File: src/sv/zss_ram.sv
`default_nettype none

module zss_ram #(
  parameter int WIDTH = 8,
  parameter int DEPTH = 16
) (
  input  wire logic                     clk,
  input  wire logic                     we,
  input  wire logic [$clog2(DEPTH)-1:0] waddr,
  input  wire logic [WIDTH-1:0]         wdata,
  input  wire logic [$clog2(DEPTH)-1:0] raddr,
  output logic      [WIDTH-1:0]         rdata
);

  logic [WIDTH-1:0] mem [DEPTH];
  logic [WIDTH-1:0] rdata_r;

  // single write port, registered read port
  always_ff @(posedge clk) begin
    if (we) begin
      mem[waddr] <= wdata;
    end
    rdata_r <= mem[raddr];
  end

  assign rdata = rdata_r;

endmodule

`default_nettype wire

File: config.mk
export PLATFORM = sky130hd
export DESIGN_NAME = zss_ram
export DESIGN_NICKNAME = d
export VERILOG_FILES = /design/src/sv/zss_ram.sv
export SDC_FILE = /design/constraint.sdc
export NUM_CORES = 1
export LEC_CHECK = 0
export BUFFER_PORTS_ARGS = -buffer_cell sky130_fd_sc_hd__buf_4
export CORE_MARGIN = 5
export CORE_UTILIZATION = 50
export DETAILED_ROUTE_END_ITERATION = 16
export PLACE_DENSITY = 0.82
export SYNTH_ARGS = -nofsm -noshare
export SYNTH_HDL_FRONTEND = slang
export SYNTH_SLANG_ARGS = --single-unit
File: constraint.sdc
create_clock -name clk -period 1.5 [get_ports clk]
set_clock_uncertainty 0.15 [all_clocks]
set_input_delay 0 -clock clk [delete_from_list [all_inputs] [get_ports clk]]
set_output_delay 0 -clock clk [all_outputs]
set_load 0.005 [all_outputs]
---- Word level (Yosys, flattened, before mapping) ----
Memory sizes are Yosys's and may differ from the RTL's. A register that Yosys moved wholly into a read port is not among the register bits.
Index checks and enable logic that the tools add are counted.
operators by class
  mux-type cells .......................... 2
operators by type and width
  cell    count
  $mux 1  2
storage, ports and cells
  register bits after elaboration ......... 0
  word-level logic and storage cells ...... 3
  RAM bits ................................ 128
  input port bits ......................... 18
  output and inout port bits .............. 8
  memories ................................ 1
memory list
  memory  words  width  read ports  clocked after Yosys merged registers in  write ports  line  RTL
  mem     16     8      1           1                                        1            15    logic [WIDTH-1:0] mem [DEPTH];

---- Longest topological paths before layout ----
  word-level depth ........................ 2
  gate-level depth with buffers ........... 5
  mapped depth without buffers ............ 3

---- Worst setup path after synthesis ----
Ideal clock, no wire load.
  path kind ............................... input port to flip-flop
  start point ............................. input port waddr[2]
  end point ............................... memory mem[0][0] (enable)
  cell stages on the path ................. 2
  data required time ...................... 0.967 ns
  setup time .............................. 0.383 ns
  path slack .............................. -0.143 ns
  arrival time ............................ 1.110 ns
  path buffers ............................ 0
  path through ............................ or3b_2 nor3_1
RTL lines
  what             line  RTL
  start, declared  9     input wire logic [$clog2(DEPTH)-1:0] waddr,
  end, declared    15
Straight into the memory's write port.

---- Worst setup path after layout ----
  start point ............................. input port waddr[2]
  end point ............................... memory mem[0][5] (enable)
Straight into the memory's write port.

==> impl_metrics.yaml <==
routing:
  route.detailed.wl_per_inst_um: 22.7
  firstDrtPassIters: 4
  drtAntennaViolNets: 0
  routed-via-count: 2581
  drc_errors: 0
  vias_per_cell: 5.69
  routed_wl_um: 10300
  detailedRoute.firstIterationViolations: 190
clocking:
  worst_setup_hold_path_clk_slew_ps: 60
  clock_sink_count: 136
  cts_made_buffers: 17
  post_cts.repair.setup_buffers: 0
  clk_latency_worst_skew_pair_ps: 510
  clk_path_buf_depth: 2
  clock_tree.htree_level_count: 4
  tritoncts: "built"
  cts.root.buffer_cell: "sky130_fd_sc_hd__clkbuf_8"
yosys:
  synth_fp_nets: 247
  synth-seq-cells: 136
  seq_area_frac_synth_pct: 77.8
  post_synth.cell_area_avg_um2: 22.5
  post_synth_inst_count: 229
  synth_area_mm2: 0.00515
  yosys_warnings: 0
  synth.distinct_cells: 19
worst_setup_path:
  critical_path.reg2reg.startpoint: "mem[1][2]"
  cp_data_required_time_ps: 1560
  critical_path.endpoint_type: "flop"
  setup.worst_path.start: "waddr[2]"
  worstPathMaxFanout: 8
  cp.arrival_ps: 1530
  critical_path_class: "in -> reg"
  timing.critical_path.from_type: "input port"
global_routing:
  grt_pass1_vias: 2760
  grt_pass1_wl_um: 16200
  grt.overflow.total: 0
  grt_antenna_before_repair: 0
  grt_max_degree: 17
  global_route.usage.total_pct: 18.2
die:
  chipWidth_um: 111
  num_io_pins: 26
  die-area_mm2: 0.0124
  rows: 37
  core_area_mm2: 0.0102
  die_y_um: 111
  floorplan.initialDensity_pct: 50.5
sta:
  post-route-min-period_ps: 1470
  final.period_utilization_pct: 98.0
  finalHoldViolCount: 0
  max-slew-margin-rel_pct: 68.6
  worst_hold_slack_ps: 34.4
  worst_pin_slew_ps: 471
  setup_tns_ps: 0
  max_freq_mhz: 680
  final-max-slew-violation-count: 0
  report.final.setup_viol: 0
  grt_setup_unrepaired: "yes"
pwr:
  static-leakage-power_nw: 2.22
  power.ir.vdd_worst_mv: 0.743
  cellPowerDensity_mw_per_mm2: 1380
place:
  place.detailed.hpwl_um: 6400
  finalWeightedCongestion: 0.724
  io_buffer_count: 25
layout:
  filler_cell_count: 682
  antenna_cells_inserted: 0
  syn_to_final_growth_pct: 25.9
  final_net_count: 323
  drive_gt1_share_pct: 33.6
min_path:
  hp-class: "in -> reg"
  hold_path_startpoint: "raddr[0]"
run_status:
  run_status: "finished, final reports clean"
job:
  max_cap_viol_count: 0
## what timing repair did
item,in CTS,in global routing
gates resized for setup,2,7
hold buffers,17,0
pin swaps,1,4
endpoints found under the setup margin,2,7
hold endpoints to repair,232,0
## synth_stat cells (all sizes together)
| cell | instances | area [um^2] |
|---|---|---|
| nor2 | 13 | 48.8 |
| a22oi | 16 | 120 |
| and2b | 1 | 7.51 |
| nor3 | 4 | 20.0 |
| nor2b | 1 | 6.26 |
| nand3b | 2 | 15.0 |
| clkdlybuf4s25 | 3 | 30.0 |
| nand3 | 1 | 5.00 |
| or3b | 1 | 8.76 |
| buf | 7 | 56.3 |
| mux4 | 32 | 773 |
| dfxtp | 8 | 160 |
| and2 | 1 | 6.26 |
| nand2 | 9 | 33.8 |
| edfxtp | 128 | 3840 |
| nand2b | 2 | 12.5 |
## worst max-delay path, cell delays in order
cell and delay, ps:
sky130_fd_sc_hd__dlygate4sd3_1 530, sky130_fd_sc_hd__buf_4 140, sky130_fd_sc_hd__or3b_2 520, sky130_fd_sc_hd__nor3_2 120
sky130_fd_sc_hd__buf_4 220
## flip-flops by register name, indices dropped and copies added (netlist names)
register / flops
mem: 128
rdata: 8
## per-stage QoR
step                      worst slack, ps  utilization [%]  std cells  total power, mW  area, um^2
after floorplan                      83.9                -        229             4.56        5150
after global placement              -70.9             55.8        405             4.78        5690
after detailed placement            -72.3             55.8        405             4.81        5690
after CTS                            14.0             63.5        454             9.00        6470
after global routing                -8.95             63.6        454             9.25        6480
final                                29.7             63.6        454             8.92        6480
## report_power, final
group          switching [mW]  internal, mW
logic                   0.236         0.256
clock network            1.47          2.68
registers              0.0312          4.25
## layer usage
layer	share of wire, %	track usage, %
met2	53	29.4
met1	40	24.2
met4	0.92	6.49
met5	0	0
met3	7.0	4.57
## area by class of cell
class	count	area [um^2]	area share, %
flip-flops and latches	136	4000	61.8
multi-input cells	83	1080	16.7
repair buffers	67	624	9.63
clock buffers	18	418	6.45
clock inverters	14	181	2.80
well taps	136	170	2.62
## path summary, 6_finish.rpt
kind,end,depth (start not counted),slack (ps)
worst min-delay path,rdata[2],5,30
worst max-delay path,mem[0][5],5,30
worst min register to register,rdata[1],3,530
worst max register to register,rdata[2],3,50
## cells by family (layout without fill, tap and decap cells)
logic type,Yosys count,count (layout),synth area share [%]
simple gates,35,35,3.18
flops,136,136,77.8
buf+inv,10,99,1.68
compound gates,16,16,2.33
mux,32,32,15.0
## placed cells by master, fill, tap and decap left out, drive strengths merged, types with 2 or more instances in the layout
| cell | Yosys | final |
|---|---|---|
| a22oi | 16 | 16 |
| buf | 7 | 50 |
| bufinv | 0 | 4 |
| clkbuf | 0 | 18 |
| clkinv | 0 | 6 |
| clkinvlp | 0 | 4 |
| dfxtp | 8 | 8 |
| dlygate4sd3 | 0 | 17 |
| edfxtp | 128 | 128 |
| mux4 | 32 | 32 |
| nand2 | 9 | 9 |
| nand2b | 2 | 2 |
| nand3b | 2 | 2 |
| nor2 | 13 | 13 |
| nor3 | 4 | 4 |
No activity file was read; power rests on OpenSTA's default activity.
