===== config.mk =====
export PLATFORM = sky130hd
export DESIGN_NAME = zss_hash
export DESIGN_NICKNAME = d
export VERILOG_FILES = /design/src/sv/zss_pkg.sv /design/src/sv/zss_hash.sv
export SDC_FILE = /design/constraint.sdc
export NUM_CORES = 2
export LEC_CHECK = 0
export BUFFER_PORTS_ARGS = -buffer_cell sky130_fd_sc_hd__buf_2
export CELL_PAD_IN_SITES_DETAIL_PLACEMENT = 0
export CELL_PAD_IN_SITES_GLOBAL_PLACEMENT = 1
export CORE_MARGIN = 2
export CORE_UTILIZATION = 35
export DETAILED_ROUTE_END_ITERATION = 8
export GPL_ROUTABILITY_DRIVEN = 0
export PLACE_DENSITY_LB_ADDON = 0.1
export SYNTH_ARGS = -nofsm -noshare
export SYNTH_HDL_FRONTEND = slang
export SYNTH_SLANG_ARGS = --single-unit

===== constraint.sdc =====
create_clock -name clk -period 13.26 [get_ports clk]
set_input_delay 1.326 -clock clk [delete_from_list [all_inputs] [get_ports clk]]
set_output_delay 1.326 -clock clk [all_outputs]
set_load 0.03 [all_outputs]

===== src/sv/zss_pkg.sv =====
`default_nettype none

package zss_pkg;

  // result field width
  localparam int COUNT_W = 20;

  // defaults for the top-level parameters
  localparam int MAX_ITEMS_DEF   = 1024;
  localparam int TABLE_DEPTH_DEF = 2048;
  localparam int VALUE_WIDTH_DEF = 32;

  // per-array generation tag kept with every table entry
  localparam int EPOCH_W = 8;

  // hash mixing constant
  localparam logic [63:0] HASH_MULT = 64'h9E3779B97F4A7C15;

endpackage

`default_nettype wire


===== src/sv/zss_hash.sv =====
`default_nettype none

module zss_hash #(
  parameter int SUM_W       = 42,
  parameter int TABLE_DEPTH = 2048
) (
  input  wire logic                           clk,
  input  wire logic                           rst_n,
  input  wire logic                           start,
  input  wire logic [SUM_W-1:0]               key,
  output logic                                done,
  output logic [$clog2(TABLE_DEPTH)-1:0]      pos
);

  import zss_pkg::*;

  localparam int AW = $clog2(TABLE_DEPTH);
  localparam bit DEPTH_POW2 = ((TABLE_DEPTH & (TABLE_DEPTH - 1)) == 0);

  // reduction constants: 2^32 = RECIP * TABLE_DEPTH + FOLD_C
  localparam logic [31:0] DEPTH32 = 32'(TABLE_DEPTH);
  localparam logic [31:0] FOLD_C  = 32'((64'd1 << 32) % 64'(TABLE_DEPTH));
  localparam logic [31:0] RECIP   = 32'((64'd1 << 32) / 64'(TABLE_DEPTH));

  localparam logic [3:0] H_IDLE = 4'd0;
  localparam logic [3:0] H_M0   = 4'd1;
  localparam logic [3:0] H_M1   = 4'd2;
  localparam logic [3:0] H_M2   = 4'd3;
  localparam logic [3:0] H_MIX  = 4'd4;
  localparam logic [3:0] H_FOLD = 4'd5;
  localparam logic [3:0] H_QUO  = 4'd6;
  localparam logic [3:0] H_REM  = 4'd7;
  localparam logic [3:0] H_FIX  = 4'd8;

  logic [3:0]    hs_r, hs_nxt;
  logic [63:0]   x_r, x_nxt;
  logic [63:0]   acc_r, acc_nxt;
  logic [63:0]   h_r, h_nxt;
  logic          done_r, done_nxt;
  logic [AW-1:0] pos_r, pos_nxt;

  logic [63:0] key64;
  logic [63:0] x_mix;
  logic [31:0] mul_a;
  logic [31:0] mul_b;
  logic [63:0] prod;
  logic [63:0] h_mix;
  logic [31:0] fix_sub;

  // fold the sign-extended key onto itself
  assign key64 = 64'($signed(key));
  assign x_mix = key64 ^ (key64 >> 21) ^ (key64 >> 42);

  // shared 32x32 multiplier, operands picked per step
  always_comb begin
    unique case (hs_r)
      H_M1:    begin mul_a = x_r[31:0];   mul_b = HASH_MULT[63:32]; end
      H_M2:    begin mul_a = x_r[63:32];  mul_b = HASH_MULT[31:0];  end
      H_FOLD:  begin mul_a = h_r[63:32];  mul_b = FOLD_C;           end
      H_QUO:   begin mul_a = h_r[31:0];   mul_b = RECIP;            end
      H_REM:   begin mul_a = acc_r[31:0]; mul_b = DEPTH32;          end
      default: begin mul_a = x_r[31:0];   mul_b = HASH_MULT[31:0];  end
    endcase
  end

  assign prod    = 64'(mul_a) * 64'(mul_b);
  assign h_mix   = acc_r ^ (acc_r >> 29);
  assign fix_sub = acc_r[31:0] - DEPTH32;

  // hash sequencer
  always_comb begin
    hs_nxt   = hs_r;
    x_nxt    = x_r;
    acc_nxt  = acc_r;
    h_nxt    = h_r;
    done_nxt = 1'b0;
    pos_nxt  = pos_r;
    unique case (hs_r)
      H_IDLE: begin
        if (start) begin
          x_nxt  = x_mix;
          hs_nxt = H_M0;
        end
      end
      H_M0: begin
        acc_nxt = prod;
        hs_nxt  = H_M1;
      end
      H_M1: begin
        acc_nxt = acc_r + {prod[31:0], 32'd0};
        hs_nxt  = H_M2;
      end
      H_M2: begin
        acc_nxt = acc_r + {prod[31:0], 32'd0};
        hs_nxt  = H_MIX;
      end
      H_MIX: begin
        if (DEPTH_POW2) begin
          pos_nxt  = h_mix[AW-1:0];
          done_nxt = 1'b1;
          hs_nxt   = H_IDLE;
        end else begin
          h_nxt  = h_mix;
          hs_nxt = H_FOLD;
        end
      end
      // fold the upper half back in until the value fits in 32 bits
      H_FOLD: begin
        if (h_r[63:32] == 32'd0) begin
          hs_nxt = H_QUO;
        end else begin
          h_nxt = prod + {32'd0, h_r[31:0]};
        end
      end
      // quotient estimate, low by at most one
      H_QUO: begin
        acc_nxt = {32'd0, prod[63:32]};
        hs_nxt  = H_REM;
      end
      H_REM: begin
        acc_nxt = {32'd0, h_r[31:0] - prod[31:0]};
        hs_nxt  = H_FIX;
      end
      // one correcting subtract
      H_FIX: begin
        if (acc_r[31:0] >= DEPTH32) begin
          pos_nxt = fix_sub[AW-1:0];
        end else begin
          pos_nxt = acc_r[AW-1:0];
        end
        done_nxt = 1'b1;
        hs_nxt   = H_IDLE;
      end
      default: begin
        hs_nxt = H_IDLE;
      end
    endcase
  end

  always_ff @(posedge clk) begin
    if (!rst_n) begin
      hs_r   <= H_IDLE;
      done_r <= 1'b0;
    end else begin
      hs_r   <= hs_nxt;
      done_r <= done_nxt;
    end
  end

  always_ff @(posedge clk) begin
    x_r   <= x_nxt;
    acc_r <= acc_nxt;
    h_r   <= h_nxt;
    pos_r <= pos_nxt;
  end

  assign done = done_r;
  assign pos  = pos_r;

endmodule

`default_nettype wire


======== Word level (Yosys, flattened, before mapping) ========
Index checks and enable logic that the tools add are counted.
word-level totals
  bits in registers ....................... 208
  output and inout port bits .............. 12
  input bits .............................. 45
  word-level logic and storage cells ...... 44
cells by class
  order comparisons ....................... 1
  bitwise gates (word level) .............. 4
  muxes and demuxes ....................... 9
  multiply operators ...................... 1
  equality and inequality tests ........... 10
  reduce and logical (&&, ||, !) cells .... 9
  $add $sub $neg .......................... 4
operators by type and width
  operator               number
  $pmux 32 s4            2
  $pmux 64 s4            1
  $add 64x32->64         1
  $add 64x64->64         1
  $mul 32x32->64         1
  $xor 64x22->64         1
  $xor 64x43->64         1
  $ge 32x12->1 const B   1
  $logic_not 32->1       1
  $sub 32x32->32         1
  $pmux 4 s7             1
  $pmux 11 s2            1
  $eq 4x3->1 const B     4
  $mux 11                1
  $sub 11x1->11 const B  1
  $xor 11x11->11         1
  $eq 4x2->1 const B     2
  $mux 4                 2
  $reduce_and 2->1       3
  $eq 4x1->1 const B     1
  $eq 4x4->1 const B     1
  $logic_not 4->1        1
  $ne 2x2->1 const B     2
  $reduce_bool 4->1      1
  4 further kinds        5

======== Longest topological paths before layout ========
  depth after elaboration ................. 5
  gate-level depth with buffers ........... 49
  depth with buffers taken out ............ 44

======== Least setup slack after synthesis ========
No wires, ideal clock.
  kind .................................... register to register
  from .................................... register hs_r[1]
  to ...................................... register h_r[63], data pin
  clock period less this slack ............ 11.154 ns
  required time ........................... 12.993 ns
  arrival ................................. 10.886 ns
  stages on the path, launching flop included .. 42
  slack ................................... 2.106 ns
  buffers on the path ..................... 4
  setup time .............................. 0.267 ns
  path through ............................ dfxtp_1 > buf_1 > buf_1 > clkbuf_1 > mux2i_1 > o21ai_0 > o22ai_1 > nor2_1 > nor2_1 > inv_1 > fa_1 > ha_1 > inv_1 > fa_1 > fa_1 > inv_1 > fa_1 > fa_1 > (+6 left out) > a21oi_4 > o21a_1 > nand3b_1 > a211oi_4 > o31ai_1 > xor2_1 > ha_1 > nand2_1 > o21ai_0 > a21oi_1 > o31a_1 > nor3_1 > o41a_1 > a31o_2 > nand3_1 > or4_4 > nor4_2 > xor2_1
between the ends
  word-level cells in the longest chain between the ends .. 4
  elaborated cells on any way between the ends .. 9
  those cells by class .................... add/sub: 1; mul: 1; eq/ne: 5; mux: 2
RTL lines
  item                                             line             RTL
  from (decl)                                      zss_hash.sv:35   logic [3:0] hs_r, hs_nxt;
  from (signal assigned)                           zss_hash.sv:145  hs_r <= hs_nxt;
  $eq 4x3->1 / $eq 4x2->1 (equally long branches)  zss_hash.sv:56   unique case (hs_r)
  $pmux 32 s4                                      zss_hash.sv:56
  $mul 32x32->64 *                                 zss_hash.sv:66   assign prod = 64'(mul_a) * 64'(mul_b);
  $add 64x32->64 *                                 zss_hash.sv:112  h_nxt = prod + {32'd0, h_r[31:0]};
  to (signal assigned)                             zss_hash.sv:153  h_r <= h_nxt;
  to (decl)                                        zss_hash.sv:38   logic [63:0] h_r, h_nxt;
Mark *: on every way between the ends. The rest lies on a longest branch, timed or not.
A chain may end at the register's enable or synchronous reset.

======== Final worst setup path ========
  from .................................... register hs_r[1]
  to ...................................... register h_r[45], data pin
Same word-level chain as after synthesis.

==> PnR_summary.wiki <==
{| class="wikitable"
! Metric !! Value
|-
| Netlist area before placement || 0.0388 mm²
|-
| Async set or reset register ratio after synthesis || 0%
|-
| Yosys reg bits || 162
|-
| First-pass detailed-route iteration total || 5
|-
| Worst Hold Endpoint || pos[4]
|-
| Warning count from the yosys run || 0
|-
| Full die area || 0.114 mm²
|-
| Most frequent standard cell in the layout excluding fill and tap cells || inv_1
|-
| Initial core utilization || 35.2%
|-
| Crit path top cell by count || fa_1
|-
| # port buffers || 56
|-
| Vias post-DR || 28400
|-
| Number of levels in the clock H-tree || 4
|-
| Capturing element type of the critical path || register
|-
| Share of layout cells above drive strength 1 || 7.50%
|-
| Sequential element share of the synthesized area || 12.4%
|-
| Worst flop-to-flop path endpoint || h_r[45]
|-
| Cell at the slowest stage of the critical path || nor4_2
|-
| Min-Delay Path Class || register to register
|-
| Ys flop type || edfxtp_1
|-
| Largest net degree at the start of global routing || 68
|-
| Count of final max-slew check failures || 0
|-
| Width of the die || 337 µm
|-
| Antenna diodes || 0
|-
| Data arrival time of the critical path || 12.70 ns
|-
| Kind of start point of the critical path || register
|-
| Clock Tree Buf Depth || 2
|-
| Synth Area in Compound Gates || 9.69%
|-
| Buffer count from post-CTS setup fixing || 0
|-
| Total CTS buffers || 17
|-
| Remaining number of nets flagged by the antenna check after routing || 0
|-
| TritonCTS clock tree || yes
|-
| Cells on worst reg2reg path || 39
|-
| Number of different library cells in the post-synthesis netlist || 105
|-
| Iteration-0 DRC count of the detailed router || 2292
|-
| Setup skew after layout || 0.0167 ns
|-
| Main combinational cell family by area after synthesis || adder cells
|-
| Combined global-route utilization of all metal layers || 27.5%
|-
| Worst EP required || 13.48 ns
|-
| Run status || finished, final reports clean
|-
| Syn avg cell area || 9.82 µm²
|-
| Clock sink count || 162
|-
| Most frequent cells in the layout || inv_1, fa_1, ha_1
|-
| Highest Clock Rate || 80.1 MHz
|-
| Critical path class || register to register
|-
| Combined area of the multi-input logic cells || 0.0299 mm²
|-
| Finish-stage setup viols || 0
|-
| Max transition margin || 25.4%
|-
| Count of max-cap constraint violations || 0
|-
| Count of cells along the worst hold path || 1
|-
| Crit-path max cell delay || 0.74 ns
|-
| Clock Pin Slew Worst Setup and Hold Paths || 0.08 ns
|-
| Row Count || 122
|-
| Count of hold buffers inserted by post-cts repair || 0
|-
| Routed via count divided by cell count || 5.10
|-
| Total core area || 0.110 mm²
|-
| Parity-gate share of the synthesized area counting xor and xnor cells || 4.94%
|-
| Vias in the first global route || 30200
|-
| Final routed DRC violation total || 0
|-
| Sequential cell area || 0.00482 mm²
|-
| Fin nets || 5321
|-
| Adder and majority cell fraction of the synthesized area || 52.8%
|-
| EDFF count, synth || 157
|-
| Total buffers and inverters traversed by the critical path || 7
|-
| Share of cell area taken by muxes after synthesis || 1.03%
|-
| Filler instances || 11300
|-
| Register-to-register path setup slack || 0.78 ns
|-
| Wire length of the first global-routing pass || 221000 µm
|-
| Final critical-path required period || 12.48 ns
|-
| Overall overflow remaining after global route || 0
|-
| Final period util || 94.1%
|-
| Worst-path maximum fanout || 20
|-
| Routed Wire Length || 152000 µm
|-
| Antenna violations before repair || 3
|-
| Syn nets || 5205
|-
| Dpl hpwl || 135000 µm
|-
| Critical register-to-register path startpoint || hs_r[1]
|-
| DIE HEIGHT || 337 µm
|-
| Accumulated negative setup slack || 0 ns
|-
| Largest delay share family, worst path || adder cells
|-
| Number of ports placed on the die boundary || 57
|-
| Worst hold path startpoint || acc_r[4]
|-
| Cell at the root of the clock tree || clkbuf_16
|-
| Final hold viol count || 0
|-
| Transition at the pin with the smallest max-transition slack || 1.12 ns
|-
| Clock Latency Late Sink || 0.47 ns
|-
| Routed len/inst || 27.3 µm
|-
| Post-Synthesis Cells || 3952
|-
| Post-synthesis share of cell area spent on and, or, nand and nor gates || 8.36%
|-
| Layout-stage area growth over the synthesis result || 8.62%
|-
| RSZ-0062 raised after global routing || false
|}
## how the worst max path moves through the flow
stage,startpoint,end,slack [ns],depth (start not counted)
6_report,hs_r[1],h_r[45],0.78,39
5_1_grt,hs_r[3],h_r[59],0.13,41
2_1_floorplan,hs_r[1],h_r[63],2.11,41
4_1_cts,hs_r[0],h_r[59],0.45,42
3_5_place_dp,hs_r[0],h_r[59],0.48,42
3_3_place_gp,hs_r[0],h_r[57],0.65,42
## area by class of cell
type / count / area share, %
Multi-Input combinational cell: 2708 / 70.9
Sequential cell: 162 / 11.4
Inverter: 979 / 8.72
Tap cell: 1488 / 4.42
Timing Repair Buffer: 200 / 3.23
Clock buffer: 17 / 1.01
Clock inverter: 14 / 0.350
## synthesized netlist by cell type, types with 6 or more instances
library cell	instances	area (µm²)
o211ai_1	7	52.6
o21ai_1	10	50.1
clkbuf_1	70	263
o21bai_1	29	218
xnor2_1	140	1230
xor2_1	72	631
a221o_1	8	80.1
a22oi_1	15	113
nor2_1	217	815
a221oi_1	15	131
fa_1	717	14400
inv_1	975	3660
ha_1	491	6140
a211oi_1	9	67.6
nor3_1	38	190
edfxtp_1	157	4710
a21oi_1	146	731
o22ai_1	30	188
and2_1	12	75.1
nor4_1	16	100
o31ai_1	9	67.6
nor2b_1	13	81.3
buf_2	12	60.1
or2_2	10	62.6
a31oi_1	15	93.8
a21o_1	61	458
o21a_1	19	143
o21ai_0	110	551
mux2_2	6	67.6
o22a_1	15	131
nand2_1	220	826
buf_1	7	26.3
mux2i_1	33	330
nand2b_1	19	119
and3_1	18	113
o221ai_1	12	105
or3_1	6	37.5
nand3_1	33	165
nand4_1	30	188
## stage by stage
stage | worst slack [ns] | instance area [µm²] | util (%) | hold WS (ns) | instances
6_report | 0.782 | 42200 | 38.2 | 0.631 | 5568
5_1_grt | 0.133 | 42200 | 38.2 | 0.667 | 5568
4_1_cts | 0.454 | 42100 | 38.2 | 0.628 | 5568
3_5_place_dp | 0.476 | 41600 | 37.7 | 0.613 | 5537
3_3_place_gp | 0.652 | 41600 | 37.7 | 0.606 | 5537
2_1_floorplan | 2.11 | 38800 | - | 0.544 | 3952
## cell families after synthesis
| family | Yosys count |
|---|---|
| adders and majority gates | 1208 |
| AOI/OAI and AO/OA | 567 |
| muxes | 39 |
| DFF | 162 |
| buffers and inverters | 1082 |
| and+or+nand+nor | 679 |
| xor gates and xnor gates | 215 |
## sequential cells by signal (all words and copies together), names as in the netlist
register / count
acc_r: 40
done: 1
hs_r: 4
h_r: 64
x_r: 42
pos: 11
## layer usage
metal	GRT usage [%]	part of all wire [%]	up-vias
li1	-	-	12800
met1	39.0	46	14700
met2	44.9	47	794
met3	3.40	5.3	125
met4	5.99	2.3	0
met5	0	0	-
## timing repair
item                                    CTS  global route
endpoints found under the setup margin    0            12
gates resized for setup                   0             2
endpoints found under the hold margin     0             0
Power is left out: the tool's default activity adds up to more than one toggle a clock period on the data nets, which glitch-free logic cannot reach.
